==> config.mk <==
export PLATFORM = sky130hd
export DESIGN_NAME = interrupt_vector_allocator_core
export DESIGN_NICKNAME = d
export VERILOG_FILES = /design/src/rtl/ivac_pkg.sv /design/src/rtl/ivac_scan.sv /design/src/rtl/ivac_store.sv /design/src/rtl/interrupt_vector_allocator_core.sv
export SDC_FILE = /design/constraint.sdc
export NUM_CORES = 2
export LEC_CHECK = 0
export BUFFER_PORTS_ARGS = -buffer_cell sky130_fd_sc_hd__buf_2
export CAP_MARGIN = 10
export CORE_MARGIN = 1
export CORE_UTILIZATION = 44
export DETAILED_ROUTE_END_ITERATION = 16
export PLACE_DENSITY = 0.59
export SETUP_SLACK_MARGIN = 0.5
export SYNTH_ARGS = -nofsm -noshare
export SYNTH_HDL_FRONTEND = slang
export SYNTH_SLANG_ARGS = --single-unit
==> constraint.sdc <==
create_clock -name clk -period 7.5 [get_ports clk]
set_clock_uncertainty 0.15 [all_clocks]
set_input_delay 1.125 -clock clk [delete_from_list [all_inputs] [get_ports clk]]
set_output_delay 1.125 -clock clk [all_outputs]
set_load 0.005 [all_outputs]
==> src/rtl/ivac_pkg.sv <==
`timescale 1ns / 1ps
// ----------------------------------------------------------------------------
// ivac_pkg
// shared types, codes and map helpers for the interrupt vector allocator
// ----------------------------------------------------------------------------
package ivac_pkg;

	localparam int NUM_VECTORS = 256;
	localparam int FIRST_IRQ   = 32;
	localparam int WORD_BITS   = 64;
	localparam int MAP_WORDS   = (NUM_VECTORS + WORD_BITS - 1) / WORD_BITS;
	localparam int WORD_W      = (MAP_WORDS > 1) ? $clog2(MAP_WORDS) : 1;
	localparam int BND_W       = $clog2(NUM_VECTORS);
	localparam int OFF_W       = 6;
	localparam int LOG_W       = 3;
	localparam int SIZE_W      = 7;
	localparam int VEC_W       = 8;
	localparam int STAT_W      = 3;
	localparam int LIMIT_W     = 9;

	localparam logic [LIMIT_W-1:0] APIC_LIMIT_RESET = 9'd240;

	// commands
	localparam logic [1:0] CMD_RESERVE  = 2'd0;
	localparam logic [1:0] CMD_REGISTER = 2'd1;
	localparam logic [1:0] CMD_CLAIM    = 2'd2;
	localparam logic [1:0] CMD_RELEASE  = 2'd3;

	// result status
	localparam logic [STAT_W-1:0] ST_OK       = 3'd0;
	localparam logic [STAT_W-1:0] ST_NO_FREE  = 3'd1;
	localparam logic [STAT_W-1:0] ST_BAD_SIZE = 3'd2;
	localparam logic [STAT_W-1:0] ST_BOUND    = 3'd3;
	localparam logic [STAT_W-1:0] ST_UNBOUND  = 3'd4;

	typedef struct packed {
		logic [1:0]        cmd;
		logic [SIZE_W-1:0] block_size;
		logic [VEC_W-1:0]  vector;
	} ivac_in_t;

	typedef struct packed {
		logic [STAT_W-1:0] status;
		logic [VEC_W-1:0]  base_vector;
	} ivac_out_t;

	// map and flag update command from the sequencer to the store
	typedef struct packed {
		logic                 free_clr;
		logic                 free_set;
		logic [WORD_W-1:0]    word;
		logic [WORD_BITS-1:0] mask;
		logic                 bnd_wr;
		logic                 bnd_val;
		logic [BND_W-1:0]     bnd_idx;
	} ivac_upd_t;

	// bits of a map word that stand for existing vectors
	function automatic logic [WORD_BITS-1:0] word_valid(input logic [WORD_W-1:0] w);
		logic [WORD_BITS-1:0] m;
		int lo;
		lo = int'(w) * WORD_BITS;
		for (int b = 0; b < WORD_BITS; b++) begin
			m[b] = ((lo + b) < NUM_VECTORS);
		end
		return m;
	endfunction

	// reset content of a map word: existing vectors free, exception range taken
	function automatic logic [WORD_BITS-1:0] reset_word(input int w);
		logic [WORD_BITS-1:0] m;
		for (int b = 0; b < WORD_BITS; b++) begin
			m[b] = ((w * WORD_BITS + b) < NUM_VECTORS) && ((w * WORD_BITS + b) >= FIRST_IRQ);
		end
		return m;
	endfunction

endpackage

==> src/rtl/ivac_scan.sv <==
`timescale 1ns / 1ps
// ----------------------------------------------------------------------------
// ivac_scan
// aligned block finder: lowest fully free aligned slot of 2**k bits in a word
// ----------------------------------------------------------------------------
module ivac_scan import ivac_pkg::*; (
	input  logic [WORD_BITS-1:0] word,
	input  logic [LOG_W-1:0]     log_size,
	output logic                 found,
	output logic [OFF_W-1:0]     offset
);

	logic [WORD_BITS-1:0] lv  [0:6];
	logic [WORD_BITS-1:0] spr [0:7];
	logic [WORD_BITS-1:0] start;

	assign lv[0] = word;

	// level k bit i: slot i of 2**k bits all free
	for (genvar k = 1; k < 7; k++) begin : g_lvl
		for (genvar i = 0; i < WORD_BITS; i++) begin : g_bit
			if (i < (WORD_BITS >> k)) begin : g_and
				assign lv[k][i] = lv[k-1][2*i] & lv[k-1][2*i+1];
			end else begin : g_zero
				assign lv[k][i] = 1'b0;
			end
		end
	end

	// spread each level back onto the slot start positions
	for (genvar k = 0; k < 7; k++) begin : g_spr
		for (genvar p = 0; p < WORD_BITS; p++) begin : g_pos
			if ((p & ((1 << k) - 1)) == 0) begin : g_start
				assign spr[k][p] = lv[k][p >> k];
			end else begin : g_none
				assign spr[k][p] = 1'b0;
			end
		end
	end
	assign spr[7] = '0;

	assign start = spr[log_size];
	assign found = |start;

	// lowest start position wins
	always_comb begin
		offset = '0;
		for (int p = WORD_BITS - 1; p >= 0; p--) begin
			if (start[p]) begin
				offset = OFF_W'(p);
			end
		end
	end

endmodule

==> src/rtl/ivac_store.sv <==
`timescale 1ns / 1ps
// ----------------------------------------------------------------------------
// ivac_store
// free map words and per-vector bound flags
// ----------------------------------------------------------------------------
module ivac_store import ivac_pkg::*; (
	input  logic                 clk,
	input  logic                 arst_n,
	input  logic [WORD_W-1:0]    rd_word,
	output logic [WORD_BITS-1:0] rd_data,
	input  logic [BND_W-1:0]     bnd_rd_idx,
	output logic                 bnd_rd,
	input  ivac_upd_t            upd
);

	logic [WORD_BITS-1:0]   free_q [MAP_WORDS];
	logic [NUM_VECTORS-1:0] bound_q;

	always_ff @(posedge clk or negedge arst_n) begin
		if (!arst_n) begin
			for (int w = 0; w < MAP_WORDS; w++) begin
				free_q[w] <= reset_word(w);
			end
			bound_q <= '0;
		end else begin
			if (upd.free_clr) begin
				free_q[upd.word] <= free_q[upd.word] & ~upd.mask;
			end else if (upd.free_set) begin
				free_q[upd.word] <= free_q[upd.word] | upd.mask;
			end
			if (upd.bnd_wr) begin
				bound_q[upd.bnd_idx] <= upd.bnd_val;
			end
		end
	end

	// only vectors that exist are ever handed out
	assign rd_data = free_q[rd_word] & word_valid(rd_word);
	assign bnd_rd  = bound_q[bnd_rd_idx];

endmodule

==> src/rtl/interrupt_vector_allocator_core.sv <==
`timescale 1ns / 1ps
// ----------------------------------------------------------------------------
// interrupt_vector_allocator_core
// interrupt vector allocator with free bitmap and bound flags
// ----------------------------------------------------------------------------
// Hands out interrupt vectors from a free bitmap of 64-bit words. Each input
// transfer carries one command (reserve an aligned power-of-two block, register
// and bind one vector, claim a given vector, release a vector) and yields
// exactly one output transfer with a status and a vector. Reserve and register
// walk the map one word per cycle through a single aligned-block finder, up to
// the first hit or the end of the map (1 to 4 map words); claim, release and a
// rejected block size skip the walk. The finished result sits in an output
// register, so the next command can be taken while it waits for the consumer.
// The APIC limit register resets to 240 and is written through cfg_we /
// cfg_wdata; the user must write it only while the block is idle, as the
// block does not enforce it. A size-one reserve takes the lowest free vector
// even when it lies at or above the limit and then reports no free block.
// ----------------------------------------------------------------------------
module interrupt_vector_allocator_core import ivac_pkg::*; (
	input  logic               clk,
	input  logic               arst_n,
	input  logic               in_valid,
	output logic               in_stall,
	input  ivac_in_t           in_data,
	output logic               out_valid,
	input  logic               out_stall,
	output ivac_out_t          out_data,
	input  logic               cfg_we,
	input  logic [LIMIT_W-1:0] cfg_wdata
);

	typedef enum logic [1:0] {S_IDLE, S_SCAN, S_APPLY} state_t;

	state_t               state_q;
	logic [LIMIT_W-1:0]   apic_limit_q;

	// command held for the whole sequence
	logic [1:0]           cmd_q;
	logic [SIZE_W-1:0]    size_q;
	logic [VEC_W-1:0]     vec_q;
	logic                 bad_q;
	logic [LOG_W-1:0]     log_q;
	logic [WORD_BITS-1:0] blk_q;

	// scan position and hit
	logic [WORD_W-1:0]    word_q;
	logic                 hit_q;
	logic [OFF_W-1:0]     off_q;

	// result register
	logic                 out_valid_q;
	ivac_out_t            out_data_q;

	logic                 in_xfer;
	logic                 out_free;
	logic                 apply_go;
	logic [WORD_BITS-1:0] map_word;
	logic                 scan_found;
	logic [OFF_W-1:0]     scan_off;
	logic                 bnd_rd;
	logic [BND_W-1:0]     bnd_rd_idx;
	ivac_upd_t            upd;
	ivac_out_t            res;

	// decoded incoming size
	logic                 in_bad;
	logic [LOG_W-1:0]     in_log;
	logic [WORD_BITS-1:0] in_blk;

	logic [VEC_W-1:0]     hit_vec;
	logic                 vec_ok;
	logic                 ctrl_cmd;

	assign in_stall  = (state_q != S_IDLE);
	assign in_xfer   = in_valid && !in_stall;
	assign out_valid = out_valid_q;
	assign out_data  = out_data_q;
	assign out_free  = !out_valid_q || !out_stall;
	assign apply_go  = (state_q == S_APPLY) && out_free;

	// size decode: reject zero and non powers of two, register always uses one
	always_comb begin
		in_bad = (in_data.block_size == '0) ||
			((in_data.block_size & (in_data.block_size - SIZE_W'(1))) != '0);
		in_log = '0;
		for (int i = 0; i < SIZE_W; i++) begin
			if (in_data.block_size[i]) begin
				in_log = LOG_W'(i);
			end
		end
		if (in_data.cmd == CMD_REGISTER) begin
			in_log = '0;
		end
		if (in_log == LOG_W'(OFF_W)) begin
			in_blk = '1;
		end else begin
			in_blk = (WORD_BITS'(1) << (WORD_BITS'(1) << in_log)) - WORD_BITS'(1);
		end
	end

	ivac_store u_store (
		.clk        (clk),
		.arst_n     (arst_n),
		.rd_word    (word_q),
		.rd_data    (map_word),
		.bnd_rd_idx (bnd_rd_idx),
		.bnd_rd     (bnd_rd),
		.upd        (upd)
	);

	ivac_scan u_scan (
		.word     (map_word),
		.log_size (log_q),
		.found    (scan_found),
		.offset   (scan_off)
	);

	assign hit_vec  = VEC_W'({word_q, off_q});
	assign vec_ok   = ({1'b0, vec_q} < LIMIT_W'(NUM_VECTORS));
	assign ctrl_cmd = (cmd_q == CMD_CLAIM) || (cmd_q == CMD_RELEASE);
	assign bnd_rd_idx = ctrl_cmd ? vec_q[BND_W-1:0] : hit_vec[BND_W-1:0];

	// result and map update of the final step
	always_comb begin
		res.status      = ST_OK;
		res.base_vector = '0;
		upd             = '0;
		upd.word        = word_q;
		upd.mask        = blk_q << off_q;
		upd.bnd_idx     = bnd_rd_idx;
		case (cmd_q)
			CMD_RESERVE: begin
				if (bad_q) begin
					res.status = ST_BAD_SIZE;
				end else if (!hit_q) begin
					res.status = ST_NO_FREE;
				end else if (log_q == '0) begin
					// single vector is taken even past the limit
					upd.free_clr    = 1'b1;
					res.base_vector = hit_vec;
					if ({1'b0, hit_vec} >= apic_limit_q) begin
						res.status = ST_NO_FREE;
					end
				end else if (({1'b0, hit_vec} + LIMIT_W'(size_q)) <= apic_limit_q) begin
					upd.free_clr    = 1'b1;
					res.base_vector = hit_vec;
				end else begin
					res.status = ST_NO_FREE;
				end
			end
			CMD_REGISTER: begin
				if (!hit_q) begin
					res.status = ST_NO_FREE;
				end else begin
					upd.free_clr    = 1'b1;
					res.base_vector = hit_vec;
					if ({1'b0, hit_vec} >= apic_limit_q) begin
						res.status = ST_NO_FREE;
					end else if (bnd_rd) begin
						res.status = ST_BOUND;
					end else begin
						upd.bnd_wr  = 1'b1;
						upd.bnd_val = 1'b1;
					end
				end
			end
			CMD_CLAIM: begin
				res.base_vector = vec_q;
				upd.word        = WORD_W'(vec_q >> OFF_W);
				upd.mask        = WORD_BITS'(1) << vec_q[OFF_W-1:0];
				if (!vec_ok) begin
					res.status = ST_NO_FREE;
				end else if (bnd_rd) begin
					res.status = ST_BOUND;
				end else begin
					upd.free_clr = 1'b1;
					upd.bnd_wr   = 1'b1;
					upd.bnd_val  = 1'b1;
				end
			end
			CMD_RELEASE: begin
				res.base_vector = vec_q;
				upd.word        = WORD_W'(vec_q >> OFF_W);
				upd.mask        = WORD_BITS'(1) << vec_q[OFF_W-1:0];
				if (!vec_ok) begin
					res.status = ST_UNBOUND;
				end else begin
					// freed and unbound whether or not it was bound
					if (!bnd_rd) begin
						res.status = ST_UNBOUND;
					end
					upd.free_set = 1'b1;
					upd.bnd_wr   = 1'b1;
					upd.bnd_val  = 1'b0;
				end
			end
			default: begin
				res.status = ST_OK;
			end
		endcase
		// nothing changes until the result can be stored
		upd.free_clr = upd.free_clr && apply_go;
		upd.free_set = upd.free_set && apply_go;
		upd.bnd_wr   = upd.bnd_wr && apply_go;
	end

	// sequencer, config register and result register
	always_ff @(posedge clk or negedge arst_n) begin
		if (!arst_n) begin
			state_q      <= S_IDLE;
			out_valid_q  <= 1'b0;
			apic_limit_q <= APIC_LIMIT_RESET;
		end else begin
			if (cfg_we) begin
				apic_limit_q <= cfg_wdata;
			end
			// loaded by the final step, emptied by a transfer out
			if (apply_go) begin
				out_valid_q <= 1'b1;
			end else if (!out_stall) begin
				out_valid_q <= 1'b0;
			end
			case (state_q)
				S_IDLE: begin
					if (in_xfer) begin
						cmd_q  <= in_data.cmd;
						size_q <= in_data.block_size;
						vec_q  <= in_data.vector;
						bad_q  <= in_bad;
						log_q  <= in_log;
						blk_q  <= in_blk;
						word_q <= '0;
						hit_q  <= 1'b0;
						off_q  <= '0;
						// map walk only for commands that search
						if ((in_data.cmd == CMD_REGISTER) ||
							((in_data.cmd == CMD_RESERVE) && !in_bad)) begin
							state_q <= S_SCAN;
						end else begin
							state_q <= S_APPLY;
						end
					end
				end
				S_SCAN: begin
					if (scan_found) begin
						hit_q   <= 1'b1;
						off_q   <= scan_off;
						state_q <= S_APPLY;
					end else if (word_q == WORD_W'(MAP_WORDS - 1)) begin
						state_q <= S_APPLY;
					end else begin
						word_q <= word_q + WORD_W'(1);
					end
				end
				S_APPLY: begin
					if (out_free) begin
						out_data_q <= res;
						state_q    <= S_IDLE;
					end
				end
				default: begin
					state_q <= S_IDLE;
				end
			endcase
		end
	end

endmodule

==> impl_metrics.toml <==
[synth]
syn_area_sq_um = 38500
ys.flop_type = "dfrtp_1"
synth_top_area_share_pct = 19.3
ys_ff_latch = 629
synth_area_leaders = "dfrtp_1 (19%), dfstp_2 (16%), mux4_2 (13%)"
ys_warn_count = 0
ys_async_sr_fraction_pct = 83.3
syn_inst = 3520
synth_edf_count = 105
synth_cell_types = 89
synth_area_leader_cell = "dfrtp_1"
ys_seq_area_share_pct = 43.0
syn_area_per_cell_sq_um = 10.9

[timing]
fin_crit_sh_pct = 82.4
fin_crit_ps = 6180
timing.fmax_mhz = 162
setup_tns_ps = 0
worst_pin_slew_ps = 1400
finalSetupViolCount = 0
maxSlewViolCount = 0
slew_headroom_pct = 6.97
rsz0062_at_grt = "false"
hold_viol_final = 0

[clock_tree]
cts_resized = 0
numCtsBuffers = 76
h-tree-depth = 3
root_buffer = "clkbuf_16"
cts_num_sinks = 629
cts_hold_buf = 0
clock_path_buffers = 3
clk_latency_ps = 650
post-cts-setup-buffer-count = 0
path_clk_slew_ps = 60
cts_tree = "yes"

[setup_path]
required_ps = 7860
rr_worst_depth = 13
critical-path-top-delay-family = "compound AO/OA/AOI/OAI gates"
crit_arrival_ps = 6540
r2r_slack_ps = 1320
crit_fanout = 34
crit_chain = "mux2_2 > buf_4 > mux2i_1 > o22ai_1 > o21ai_0 > a21boi_0 > o31ai_1 > o2111ai_2 > o221a_1 > buf_4 > nor2_8 > buf_12 > mux2_2"
rr_endpoint = "u_store.free_q[201]"
cp-start-kind = "flop"
worst_setup_path_end_kind = "flop"
cp_slowest_cell = "mux2_2"
cp.buffers_inverters = 3
timing.rr.start = "cmd_q[1]"
crit_path_max_incr_delay_ps = 1050
critPathKind = "reg2reg"

[grt]
grt_pass1_vias = 29151
gr-usage-all-layers_pct = 27.2
grt_max_degree = 258
antenna_found_initial = 3
grt_pass1_wl_um = 187000
grt_overflow_total = 0

[power_and_ir_drop]
peakVddDrop_uv = 325
leakage_nw = 15.4
power_density_nw_per_um2 = 304

[layout]
stdcell_count = 4654
area_delta_synth_final_pct = 10.0
final_common_cell = "nand2_1"
diodes = 0
final_layout_size_suffix_gt1_share_pct = 27.1
layout_common_cells = "nand2_1 (402), o31ai_1 (322), dfrtp_1 (296)"
fin_nets = 3494

[floorplan]
io_pins = 44
die_h_um = 298
dieArea_sq_um = 88600
rows = 108
start_util_pct = 44.4
coreArea_sq_um = 86600
fp.dieW_um = 298

[placed_design]
placedCellCount = 4513
numPortBuffers = 43
dp_hpwl_um = 78400
gp_congestion = 0.975

[run_status]
outcome = "finished clean"

[routing]
wl_per_cell_um = 26.0
num_vias = 29969
totalWireLength_um = 121000
drtAntennaViolNets = 0
drtPass1Iterations = 6
first_iter_violations = 3102
drc = 0
viasPerCell = 6.44

[hold_path]
min_path_type = "in2async"

[job]
maxCapViolations = 0
## kinds of logic after synthesis
| logic type | after synthesis | synth area share, % |
|---|---|---|
| compound gates | 1053 | 17.8 |
| xor+xnor | 9 | 0.205 |
| fa+ha+maj | 35 | 1.11 |
| buf+inv | 353 | 4.15 |
| flops | 629 | 43.0 |
| mux | 621 | 24.3 |
| other cells | 1 | 0.00975 |
| simple gates | 819 | 9.41 |
## cell usage after synthesis (all sizes together) (60+ instances only)
cell type,number
dfrtp,296
a21oi,103
mux2,276
mux4,222
clkbuf,201
mux2i,123
nor2,203
o31ai,323
dfstp,228
nand2,410
buf,88
inv,60
edfxtp,105
nand3,62
o21ai,375
## per-stage QoR
stage	setup WS, ps	total power [mW]	hold WS [ps]	area, sq um	util [%]
global route	1040	13.5	272	42300	48.8
floorplan	3330	7.70	297	38500	-
CTS	1350	12.9	254	42300	48.8
finish	1320	12.9	249	42300	48.8
global placement	1440	8.89	331	39700	45.8
detailed placement	1390	8.94	336	39700	45.8
## report_power, final
part / switching [mW] / total (mW) / internal, mW
sequential: 0.472 / 4.89 / 4.42
clock: 1.53 / 3.91 / 2.38
combinational: 2.38 / 4.07 / 1.69
## registers in the layout (all words and copies together) (netlist names)
name	cells
u_store.bound_q	256
u_store.free_q	256
blk_q	64
out_data	11
apic_limit_q	9
vec_q	8
size_q	7
off_q	6
log_q	3
cmd_q	2
state_q	2
word_q	2
bad_q	1
hit_q	1
out_valid	1
## cell type report
type	count	area (sq um)
tap	1155	1450
clock inverter	25	368
sequential	629	16600
fill	7739	44300
multi-input combinational	2539	20500
inverter	64	240
timing repair buffer	126	961
clock buffer	116	2280
## worst register-to-register path, stage by stage, from the launching register on
cell and delay [ps]:
edfxtp_1 590, mux2_2 1050, buf_4 410, mux2i_1 220, o22ai_1 90, o21ai_0 180
a21boi_0 130, o31ai_1 600, o2111ai_2 380, o221a_1 640, buf_4 330, nor2_8 540
buf_12 350, mux2_2 380
## routing by layer
layer	vias to the layer above	track usage, %	share of wire (%)
li1	13326	-	-
met3	233	4.43	7.3
met5	-	0	0.0074
met2	1245	42.1	46
met1	15163	37.6	42
met4	2	12.1	4.7
## worst max path at each step
stage / startpoint / endpoint / slack (ps) / cells past startpoint
CTS: off_q[1] / u_store.free_q[201] / 1350 / 12
detailed placement: off_q[1] / u_store.free_q[201] / 1390 / 12
finish: cmd_q[1] / u_store.free_q[201] / 1320 / 13
floorplan: word_q[0] / word_q[0] / 3330 / 15
global placement: cmd_q[1] / u_store.free_q[201] / 1440 / 13
global route: off_q[1] / u_store.free_q[215] / 1040 / 12
No activity file was read; power rests on OpenSTA's default activity.
